--- src/sv/accid_pkg.sv ---
package accid_pkg;

    localparam int ADC_BITS_DEF = 10;
    localparam int REF_W = 12;
    localparam int RES_W = 22;
    localparam int IDX_W = 4;
    localparam int TABLE_LEN = 15;
    localparam int DIV_STEP = 2;

    localparam int APB_DATA_W = 32;
    localparam int CFG_ADDR_W = 3;
    localparam logic REG_IDX_REF = 1'b0;
    localparam logic [REF_W-1:0] REF_RESET = REF_W'(510);

    localparam logic [RES_W-1:0] RES_MAX = {RES_W{1'b1}};
    localparam logic [IDX_W-1:0] IDX_NONE = '0;

    localparam logic [RES_W-1:0] LO_BOUND [TABLE_LEN] = '{
        RES_W'(43), RES_W'(51), RES_W'(62), RES_W'(75), RES_W'(91),
        RES_W'(110), RES_W'(135), RES_W'(165), RES_W'(200), RES_W'(245),
        RES_W'(300), RES_W'(360), RES_W'(430), RES_W'(516), RES_W'(620)
    };

    localparam logic [RES_W-1:0] HI_BOUND [TABLE_LEN] = '{
        RES_W'(51), RES_W'(62), RES_W'(75), RES_W'(91), RES_W'(110),
        RES_W'(135), RES_W'(165), RES_W'(200), RES_W'(245), RES_W'(300),
        RES_W'(360), RES_W'(430), RES_W'(515), RES_W'(620), RES_W'(750)
    };

    typedef struct packed {
        logic fault;
        logic zero;
    } res_flags_t;

    function automatic logic [IDX_W-1:0] classify(input logic [RES_W-1:0] r);
        logic [IDX_W-1:0] idx;
        idx = IDX_NONE;
        for (int k = TABLE_LEN - 1; k >= 0; k--)
        begin
            if (r > LO_BOUND[k] && r < HI_BOUND[k])
            begin
                idx = IDX_W'(k + 1);
            end
        end
        return idx;
    endfunction

endpackage

--- src/sv/accid_in_if.sv ---
interface accid_in_if
    import accid_pkg::*;
#(
    parameter int ADC_BITS = ADC_BITS_DEF
) ();

    logic                valid;
    logic                ready;
    logic [ADC_BITS-1:0] sense_reading;
    logic [ADC_BITS-1:0] supply_reading;

    modport source (
        output valid,
        output sense_reading,
        output supply_reading,
        input  ready
    );

    modport sink (
        input  valid,
        input  sense_reading,
        input  supply_reading,
        output ready
    );

endinterface

--- src/sv/accid_out_if.sv ---
interface accid_out_if
    import accid_pkg::*;
();

    logic             valid;
    logic             ready;
    logic [RES_W-1:0] resistance;
    logic [IDX_W-1:0] module_index;
    logic             divide_fault;

    modport source (
        output valid,
        output resistance,
        output module_index,
        output divide_fault,
        input  ready
    );

    modport sink (
        input  valid,
        input  resistance,
        input  module_index,
        input  divide_fault,
        output ready
    );

endinterface

--- src/sv/accid_cfg.sv ---
module accid_cfg
    import accid_pkg::*;
(
    input  logic                  clk,
    input  logic                  rst_n,
    input  logic                  psel,
    input  logic                  penable,
    input  logic                  pwrite,
    input  logic [CFG_ADDR_W-1:0] paddr,
    input  logic [APB_DATA_W-1:0] pwdata,
    output logic [APB_DATA_W-1:0] prdata,
    output logic                  pready,
    output logic [REF_W-1:0]      ref_res
);

    logic [REF_W-1:0] ref_reg;
    logic             sel_ref;

    assign sel_ref = (paddr[CFG_ADDR_W-1] == REG_IDX_REF);
    assign pready  = 1'b1;
    assign prdata  = sel_ref ? APB_DATA_W'(ref_reg) : '0;
    assign ref_res = ref_reg;

    always_ff @(posedge clk or negedge rst_n)
    begin
        if (!rst_n)
        begin
            ref_reg <= REF_RESET;
        end
        else if (psel && penable && pwrite && pready && sel_ref)
        begin
            ref_reg <= pwdata[REF_W-1:0];
        end
    end

endmodule

--- src/sv/accid_front.sv ---
module accid_front
    import accid_pkg::*;
#(
    parameter int ADC_BITS = ADC_BITS_DEF,
    parameter int DEN_W    = ADC_BITS + 1,
    parameter int Q_W      = ADC_BITS + REF_W
)
(
    input  logic                clk,
    input  logic                rst_n,
    input  logic                in_valid,
    output logic                in_ready,
    input  logic [ADC_BITS-1:0] sense,
    input  logic [ADC_BITS-1:0] supply,
    input  logic [REF_W-1:0]    ref_res,
    output logic                out_valid,
    input  logic                out_ready,
    output logic [DEN_W-1:0]    rem_out,
    output logic [Q_W-1:0]      work_out,
    output logic [DEN_W-1:0]    den_out,
    output res_flags_t          flags_out
);

    localparam int NUM_W = ADC_BITS + REF_W;

    logic                valid_reg;
    logic [Q_W-1:0]      work_reg;
    logic [DEN_W-1:0]    den_reg;
    res_flags_t          flags_reg;
    logic [DEN_W-1:0]    twice_b;
    logic [DEN_W-1:0]    a_ext;
    logic [NUM_W-1:0]    product;

    assign twice_b = {supply, 1'b0};
    assign a_ext   = DEN_W'(sense);
    assign product = NUM_W'(sense) * NUM_W'(ref_res);

    assign in_ready  = !valid_reg || out_ready;
    assign out_valid = valid_reg;
    assign rem_out   = '0;
    assign work_out  = work_reg;
    assign den_out   = den_reg;
    assign flags_out = flags_reg;

    always_ff @(posedge clk or negedge rst_n)
    begin
        if (!rst_n)
        begin
            valid_reg <= 1'b0;
        end
        else if (in_ready)
        begin
            valid_reg <= in_valid;
        end
    end

    always_ff @(posedge clk)
    begin
        if (in_ready && in_valid)
        begin
            work_reg        <= Q_W'(product);
            den_reg         <= twice_b - a_ext;
            flags_reg.fault <= (twice_b == a_ext);
            flags_reg.zero  <= (twice_b < a_ext);
        end
    end

endmodule

--- src/sv/accid_div_stage.sv ---
module accid_div_stage
    import accid_pkg::*;
#(
    parameter int DEN_W = ADC_BITS_DEF + 1,
    parameter int Q_W   = ADC_BITS_DEF + REF_W
)
(
    input  logic             clk,
    input  logic             rst_n,
    input  logic             in_valid,
    output logic             in_ready,
    input  logic [DEN_W-1:0] rem_in,
    input  logic [Q_W-1:0]   work_in,
    input  logic [DEN_W-1:0] den_in,
    input  res_flags_t       flags_in,
    output logic             out_valid,
    input  logic             out_ready,
    output logic [DEN_W-1:0] rem_out,
    output logic [Q_W-1:0]   work_out,
    output logic [DEN_W-1:0] den_out,
    output res_flags_t       flags_out
);

    logic             valid_reg;
    logic [DEN_W-1:0] rem_reg;
    logic [Q_W-1:0]   work_reg;
    logic [DEN_W-1:0] den_reg;
    res_flags_t       flags_reg;
    logic [DEN_W-1:0] rem_next;
    logic [Q_W-1:0]   work_next;

    always_comb
    begin
        logic [DEN_W:0] trial;
        logic           qbit;
        rem_next  = rem_in;
        work_next = work_in;
        for (int k = 0; k < DIV_STEP; k++)
        begin
            trial = {rem_next, work_next[Q_W-1]};
            qbit  = (trial >= {1'b0, den_in});
            if (qbit)
            begin
                trial = trial - {1'b0, den_in};
            end
            rem_next  = trial[DEN_W-1:0];
            work_next = {work_next[Q_W-2:0], qbit};
        end
    end

    assign in_ready  = !valid_reg || out_ready;
    assign out_valid = valid_reg;
    assign rem_out   = rem_reg;
    assign work_out  = work_reg;
    assign den_out   = den_reg;
    assign flags_out = flags_reg;

    always_ff @(posedge clk or negedge rst_n)
    begin
        if (!rst_n)
        begin
            valid_reg <= 1'b0;
        end
        else if (in_ready)
        begin
            valid_reg <= in_valid;
        end
    end

    always_ff @(posedge clk)
    begin
        if (in_ready && in_valid)
        begin
            rem_reg   <= rem_next;
            work_reg  <= work_next;
            den_reg   <= den_in;
            flags_reg <= flags_in;
        end
    end

endmodule

--- src/sv/accid_classify.sv ---
module accid_classify
    import accid_pkg::*;
#(
    parameter int Q_W = ADC_BITS_DEF + REF_W
)
(
    input  logic             clk,
    input  logic             rst_n,
    input  logic             in_valid,
    output logic             in_ready,
    input  logic [Q_W-1:0]   quotient,
    input  res_flags_t       flags_in,
    output logic             out_valid,
    input  logic             out_ready,
    output logic [RES_W-1:0] resistance,
    output logic [IDX_W-1:0] module_index,
    output logic             divide_fault
);

    localparam int EXT_W = (Q_W > RES_W) ? Q_W : RES_W;

    logic             valid_reg;
    logic [RES_W-1:0] res_reg;
    logic [IDX_W-1:0] idx_reg;
    logic             fault_reg;
    logic [EXT_W-1:0] q_ext;
    logic [RES_W-1:0] res_next;
    logic [IDX_W-1:0] idx_next;

    assign q_ext = EXT_W'(quotient);

    always_comb
    begin
        if (flags_in.fault || flags_in.zero)
        begin
            res_next = '0;
        end
        else if ((q_ext >> RES_W) != '0)
        begin
            res_next = RES_MAX;
        end
        else
        begin
            res_next = q_ext[RES_W-1:0];
        end
        idx_next = classify(res_next);
    end

    assign in_ready     = !valid_reg || out_ready;
    assign out_valid    = valid_reg;
    assign resistance   = res_reg;
    assign module_index = idx_reg;
    assign divide_fault = fault_reg;

    always_ff @(posedge clk or negedge rst_n)
    begin
        if (!rst_n)
        begin
            valid_reg <= 1'b0;
        end
        else if (in_ready)
        begin
            valid_reg <= in_valid;
        end
    end

    always_ff @(posedge clk)
    begin
        if (in_ready && in_valid)
        begin
            res_reg   <= res_next;
            idx_reg   <= idx_next;
            fault_reg <= flags_in.fault;
        end
    end

    a_fault_clears : assert property (@(posedge clk) disable iff (!rst_n)
        valid_reg && fault_reg |-> res_reg == '0 && idx_reg == IDX_NONE)
        else $error("fault result carries a nonzero resistance or index");

    a_index_in_range : assert property (@(posedge clk) disable iff (!rst_n)
        valid_reg && idx_reg != IDX_NONE |->
            res_reg > LO_BOUND[0] && res_reg < HI_BOUND[TABLE_LEN-1])
        else $error("module index given for a resistance outside the table");

    a_gap_unmatched : assert property (@(posedge clk) disable iff (!rst_n)
        valid_reg && (res_reg == HI_BOUND[12] || res_reg == LO_BOUND[13]) |->
            idx_reg == IDX_NONE)
        else $error("resistance in the gap between intervals was matched");

    a_load_when_free : assert property (@(posedge clk) disable iff (!rst_n)
        in_valid && in_ready |=> valid_reg)
        else $error("accepted transaction did not reach the output register");

endmodule

--- src/sv/accessory_id_from_divider_top.sv ---
// An input transaction passes through the front register, the divider stages and the classify register.
// Throughput: one transaction per cycle unless stalled; the divider retires two quotient bits per stage.
// Each stage holds its item while the next stage is full, so bubbles are filled under a stall.
// Reset clears all valid bits and sets the reference resistor register to 510.
module accessory_id_from_divider_top
    import accid_pkg::*;
#(
    parameter int ADC_BITS = ADC_BITS_DEF
)
(
    input  logic                  clk,
    input  logic                  rst_n,
    accid_in_if.sink              sample,
    accid_out_if.source           result,
    input  logic                  psel,
    input  logic                  penable,
    input  logic                  pwrite,
    input  logic [CFG_ADDR_W-1:0] paddr,
    input  logic [APB_DATA_W-1:0] pwdata,
    output logic [APB_DATA_W-1:0] prdata,
    output logic                  pready
);

    localparam int NUM_W    = ADC_BITS + REF_W;
    localparam int DEN_W    = ADC_BITS + 1;
    localparam int N_STAGES = (NUM_W + DIV_STEP - 1) / DIV_STEP;
    localparam int Q_W      = N_STAGES * DIV_STEP;

    logic [REF_W-1:0] ref_res;

    logic             st_valid [N_STAGES+1];
    logic             st_ready [N_STAGES+1];
    logic [DEN_W-1:0] st_rem   [N_STAGES+1];
    logic [Q_W-1:0]   st_work  [N_STAGES+1];
    logic [DEN_W-1:0] st_den   [N_STAGES+1];
    res_flags_t       st_flags [N_STAGES+1];

    accid_cfg u_cfg (
        .clk     (clk),
        .rst_n   (rst_n),
        .psel    (psel),
        .penable (penable),
        .pwrite  (pwrite),
        .paddr   (paddr),
        .pwdata  (pwdata),
        .prdata  (prdata),
        .pready  (pready),
        .ref_res (ref_res)
    );

    accid_front #(
        .ADC_BITS (ADC_BITS),
        .DEN_W    (DEN_W),
        .Q_W      (Q_W)
    ) u_front (
        .clk       (clk),
        .rst_n     (rst_n),
        .in_valid  (sample.valid),
        .in_ready  (sample.ready),
        .sense     (sample.sense_reading),
        .supply    (sample.supply_reading),
        .ref_res   (ref_res),
        .out_valid (st_valid[0]),
        .out_ready (st_ready[0]),
        .rem_out   (st_rem[0]),
        .work_out  (st_work[0]),
        .den_out   (st_den[0]),
        .flags_out (st_flags[0])
    );

    for (genvar i = 0; i < N_STAGES; i++)
    begin : g_div
        accid_div_stage #(
            .DEN_W (DEN_W),
            .Q_W   (Q_W)
        ) u_stage (
            .clk       (clk),
            .rst_n     (rst_n),
            .in_valid  (st_valid[i]),
            .in_ready  (st_ready[i]),
            .rem_in    (st_rem[i]),
            .work_in   (st_work[i]),
            .den_in    (st_den[i]),
            .flags_in  (st_flags[i]),
            .out_valid (st_valid[i+1]),
            .out_ready (st_ready[i+1]),
            .rem_out   (st_rem[i+1]),
            .work_out  (st_work[i+1]),
            .den_out   (st_den[i+1]),
            .flags_out (st_flags[i+1])
        );
    end

    accid_classify #(
        .Q_W (Q_W)
    ) u_classify (
        .clk          (clk),
        .rst_n        (rst_n),
        .in_valid     (st_valid[N_STAGES]),
        .in_ready     (st_ready[N_STAGES]),
        .quotient     (st_work[N_STAGES]),
        .flags_in     (st_flags[N_STAGES]),
        .out_valid    (result.valid),
        .out_ready    (result.ready),
        .resistance   (result.resistance),
        .module_index (result.module_index),
        .divide_fault (result.divide_fault)
    );

endmodule

--- src/flat_wrapper.sv ---
// flat-port wrapper written by rule: the top's interface ports become plain ports
module accessory_id_from_divider_top_flat import accid_pkg::*;
#(
    parameter int ADC_BITS = ADC_BITS_DEF
)
  (clk, rst_n, psel, penable, pwrite, paddr, pwdata, prdata, pready, sample_valid, sample_sense_reading, sample_supply_reading, sample_ready, result_valid, result_resistance, result_module_index, result_divide_fault, result_ready);
  accid_in_if #(.ADC_BITS(ADC_BITS)) sample_i ();
  accid_out_if result_i ();
  input  logic clk;
  input  logic rst_n;
  input  logic psel;
  input  logic penable;
  input  logic pwrite;
  input  logic [CFG_ADDR_W-1:0] paddr;
  input  logic [APB_DATA_W-1:0] pwdata;
  output logic [APB_DATA_W-1:0] prdata;
  output logic pready;
  input wire logic [$bits(sample_i.valid)-1:0] sample_valid;
  input wire logic [$bits(sample_i.sense_reading)-1:0] sample_sense_reading;
  input wire logic [$bits(sample_i.supply_reading)-1:0] sample_supply_reading;
  output wire logic [$bits(sample_i.ready)-1:0] sample_ready;
  output wire logic [$bits(result_i.valid)-1:0] result_valid;
  output wire logic [$bits(result_i.resistance)-1:0] result_resistance;
  output wire logic [$bits(result_i.module_index)-1:0] result_module_index;
  output wire logic [$bits(result_i.divide_fault)-1:0] result_divide_fault;
  input wire logic [$bits(result_i.ready)-1:0] result_ready;
  assign sample_i.valid = sample_valid;
  assign sample_i.sense_reading = sample_sense_reading;
  assign sample_i.supply_reading = sample_supply_reading;
  assign sample_ready = sample_i.ready;
  assign result_valid = result_i.valid;
  assign result_resistance = result_i.resistance;
  assign result_module_index = result_i.module_index;
  assign result_divide_fault = result_i.divide_fault;
  assign result_i.ready = result_ready;
  accessory_id_from_divider_top #(.ADC_BITS(ADC_BITS)) u_core (.clk(clk), .rst_n(rst_n), .sample(sample_i), .result(result_i), .psel(psel), .penable(penable), .pwrite(pwrite), .paddr(paddr), .pwdata(pwdata), .prdata(prdata), .pready(pready));
endmodule
--- config.mk ---
export PLATFORM = sky130hd
export DESIGN_NAME = accessory_id_from_divider_top_flat
export DESIGN_NICKNAME = d
export VERILOG_FILES = /design/src/sv/accid_pkg.sv /design/src/sv/accid_in_if.sv /design/src/sv/accid_out_if.sv /design/src/sv/accid_cfg.sv /design/src/sv/accid_front.sv /design/src/sv/accid_div_stage.sv /design/src/sv/accid_classify.sv /design/src/sv/accessory_id_from_divider_top.sv /design/src/flat_wrapper.sv
export SDC_FILE = /design/constraint.sdc
export NUM_CORES = 1
export LEC_CHECK = 0
export ABC_AREA = 1
export CAP_MARGIN = 20
export CORE_MARGIN = 4
export CORE_UTILIZATION = 45
export CTS_BUF_LIST = sky130_fd_sc_hd__clkbuf_16
export DETAILED_ROUTE_END_ITERATION = 8
export DONT_BUFFER_PORTS = 1
export GPL_TIMING_DRIVEN = 0
export HOLD_SLACK_MARGIN = 0.12
export PLACE_DENSITY_LB_ADDON = 0.1
export SYNTH_ARGS = -nofsm -noshare
export SYNTH_HDL_FRONTEND = slang
export SYNTH_SLANG_ARGS = --single-unit
--- constraint.sdc ---
create_clock -name clk -period 5.1 [get_ports clk]
set_input_delay 1.275 -clock clk [delete_from_list [all_inputs] [get_ports clk]]
set_output_delay 1.275 -clock clk [all_outputs]
set_load 0.02 [all_outputs]
==> reports/results.tsv <==
metric	value	unit
met2RoutedLength	40.7	mm
finalHoldViolCount	0	
dieArea	88000	um^2
ys_types	61	
synth_cells	4062	
cp_cell_sequence	clkbuf_8 > nand2_1 > inv_1 > fa_1 > fa_1 > fa_1 > fa_1 > ha_1 > ha_1 > nand2_2 > nor2_2 > inv_1 > nor4_4 > nand4_1 > nand3_2 > xnor2_1	
initialDrtViolationCount	1401	
cts_max_level	3	
cp-start-kind	input pin	
synth_edf_count	546	
fin_crit	4.98	ns
met1Wirelength	37.9	mm
slew_headroom	0.401	
holdCritPathClass	in2async	
seq_area_frac_synth	0.454	
fin_skew	0.0272	ns
via_per_inst	5.01	
hpwl	66.1	mm
dpl_worst_slack	-0.649	ns
synth_area_per_cell	9.23	um^2
syn-cell-area	37500	um^2
nets	4617	
grt_pass1_wl	136	mm
finalWirelength	83.3	mm
die_y	297	um
first_pass_iters	6	
clkLatencyLatePin	0.61	ns
timing.fmax	0.201	GHz
num_rows	105	
clkSinkCount	571	
die_x	297	um
dr_wl_met3	2.60	mm
setup_viol	0	
core_area	82400	um^2
remaining_drc_errors	0	
fillCellCount	7609	
cts_buffer_depth	3	
yosysWarnings	0	
topRoutingLayerUsed	met4	
slowest_delay	0.53	ns
worst-path-buf-inv	3	
yosys-top-cells-area	edfxtp_1 (44%), nand2_1 (10%), ha_1 (10%)	
multi_input_area	17800	um^2
crit_required	5.43	ns
synth-seq-cells	571	
yosysTopAreaCell	edfxtp_1	
placed_cells	5163	
boundaryPins	124	
vias	26400	
antenna_left	0	
critical_path_class	in2reg	
path_max_fanout	10	
ys.flop_type	edfxtp_1	
critPathSlowestCell	fa_1	
stdcell_count	5279	
r2r_start	u_core.u_cfg.ref_res[3]$_DFFE_PN1P_	
cp_top_family	adder cells	
cts_tree	done	
cp-end-kind	register	
grt_max_degree	45	
synth_top_area_share	0.437	
clk_pin_slew	0.06	ns
cap_violations	0	
worst_pin_slew	0.898	ns
wl_per_cell	15.8	um
first_global_vias	25900	
antenna_cells	0	
status	finished, final reports clean	
layout_worst_path_cycle_share	0.977	
drive_above_1_share	0.106	
cp_common_cell	fa_1	
async_flop_share	0.0438	
area_growth	11.7	%
numPortBuffers	0	
cts_root_buffer	clkbuf_16	
grt_overflow	0	
place.gp.congestion	0.889	
antenna_found_initial	0	
start_util	0.455	
grt_usage	0.192	
timing.critical_path.from	sample_sense_reading[8]	
regArea	17000	um^2
arrival	5.31	ns
fin_ws	0.116	ns
finalSetupTns	0	ns
cts_buffers	67	
slew_violations	0	
==> worst paths after layout <==
| path | to | slack [ns] | cells after the start |
|---|---|---|---|
| max | u_core.u_front.work_out[21]$_DFFE_PP_ | 0.12 | 16 |
| min | u_core.g_div[7].u_stage.out_valid$_DFFE_PN0P_ | 0.36 | 0 |
| max reg2reg | u_core.u_front.work_out[17]$_DFFE_PP_ | 0.19 | 17 |
| min reg2reg | u_core.g_div[9].u_stage.flags_out[0]$_DFFE_PP_ | 0.41 | 0 |
| max in group asynchronous | u_core.u_cfg.ref_res[3]$_DFFE_PN1P_ | 4.54 | 0 |
| min in group clk | u_core.g_div[9].u_stage.flags_out[0]$_DFFE_PP_ | 0.41 | 0 |
==> flip-flops by register name, summed over array words and instances, names as in the netlist, 4 cells and up <==
name	cells
u_core.g_div.u_stage.rem_out	110
u_core.u_front.den_out	11
u_core.g_div.u_stage.den_out	110
u_core.u_cfg.ref_res	12
u_core.g_div.u_stage.out_valid	11
u_core.g_div.u_stage.flags_out	22
u_core.u_classify.module_index	4
u_core.u_front.work_out	22
u_core.g_div.u_stage.work_out	242
u_core.u_classify.resistance	22
==> synthesized netlist by cell type, drive strengths merged (56+ instances only) <==
master     n
nand2   1078
inv      668
edfxtp   546
ha       300
nor2     266
a21oi    221
nand3    219
o21ai    168
fa        99
xor2      99
xnor2     63
nand4     57
buf       56
==> placed cells by master (no fill, tap or decap), types with 21 or more instances in the layout <==
cell type and count:
o21ai_1 22, o21bai_1 23, nor2_2 23, nand4_1 56, edfxtp_1 546, ha_1 287, nand3_1 201, conb_1 21
a21oi_1 200, inv_2 31, nor3_1 37, xnor2_1 63, nor2_1 230, o21ai_2 48, nand2_1 1026, clkbuf_16 69
inv_1 644, buf_4 34, fa_1 97, xor2_1 99, nand2_2 37, o21ai_0 96
==> cells by family (layout without fill, tap and decap cells) <==
group	count (synthesis)	count (layout)	share of synthesized area
AND/OR/NAND/NOR	1703	1703	0.197
buffers and inverters	753	881	0.0817
flip-flops	571	571	0.454
AO/OA/AOI/OAI	472	472	0.0758
adder cells (fa/ha/maj)	399	399	0.153
XOR/XNOR	162	162	0.0379
other	2	21	0.000200
==> final cells by class <==
class                           count  share of cell area
Clock inverter                     55              0.0133
Multi-Input combinational cell   2757               0.426
Sequential cell                   571               0.407
Buffer                             69              0.0140
Clock buffer                       67              0.0400
Tap cell                         1070              0.0320
Timing Repair Buffer               18             0.00699
Inverter                          672              0.0605
==> layer usage <==
metal | vias up | track usage
li1 | 13600 | -
met1 | 12400 | 0.253
met2 | 396 | 0.337
met3 | 101 | 0.0245
met4 | 0 | 0.0506
met5 | - | 0
==> metrics by stage <==
step | hold slack (ns) | area, um^2 | util
2_1_floorplan | 0.400 | 37800 | -
3_3_place_gp | 0.400 | 39200 | 0.476
3_5_place_dp | 0.405 | 39500 | 0.479
4_1_cts | 0.306 | 41700 | 0.506
5_1_grt | 0.308 | 41900 | 0.508
6_report | 0.364 | 41900 | 0.508
==> what timing repair did <==
| item | CTS | global route |
|---|---|---|
| hold buffers | 0 | 0 |
| resized for setup | 1 | 34 |
| cloned | 0 | 0 |
| setup endpoints to repair | 11 | 9 |
| setup buffers | 3 | 3 |
| pin swaps | 0 | 17 |
Power is left out: the tool's default activity adds up to more than one toggle a clock period on the data nets, which glitch-free logic cannot reach.
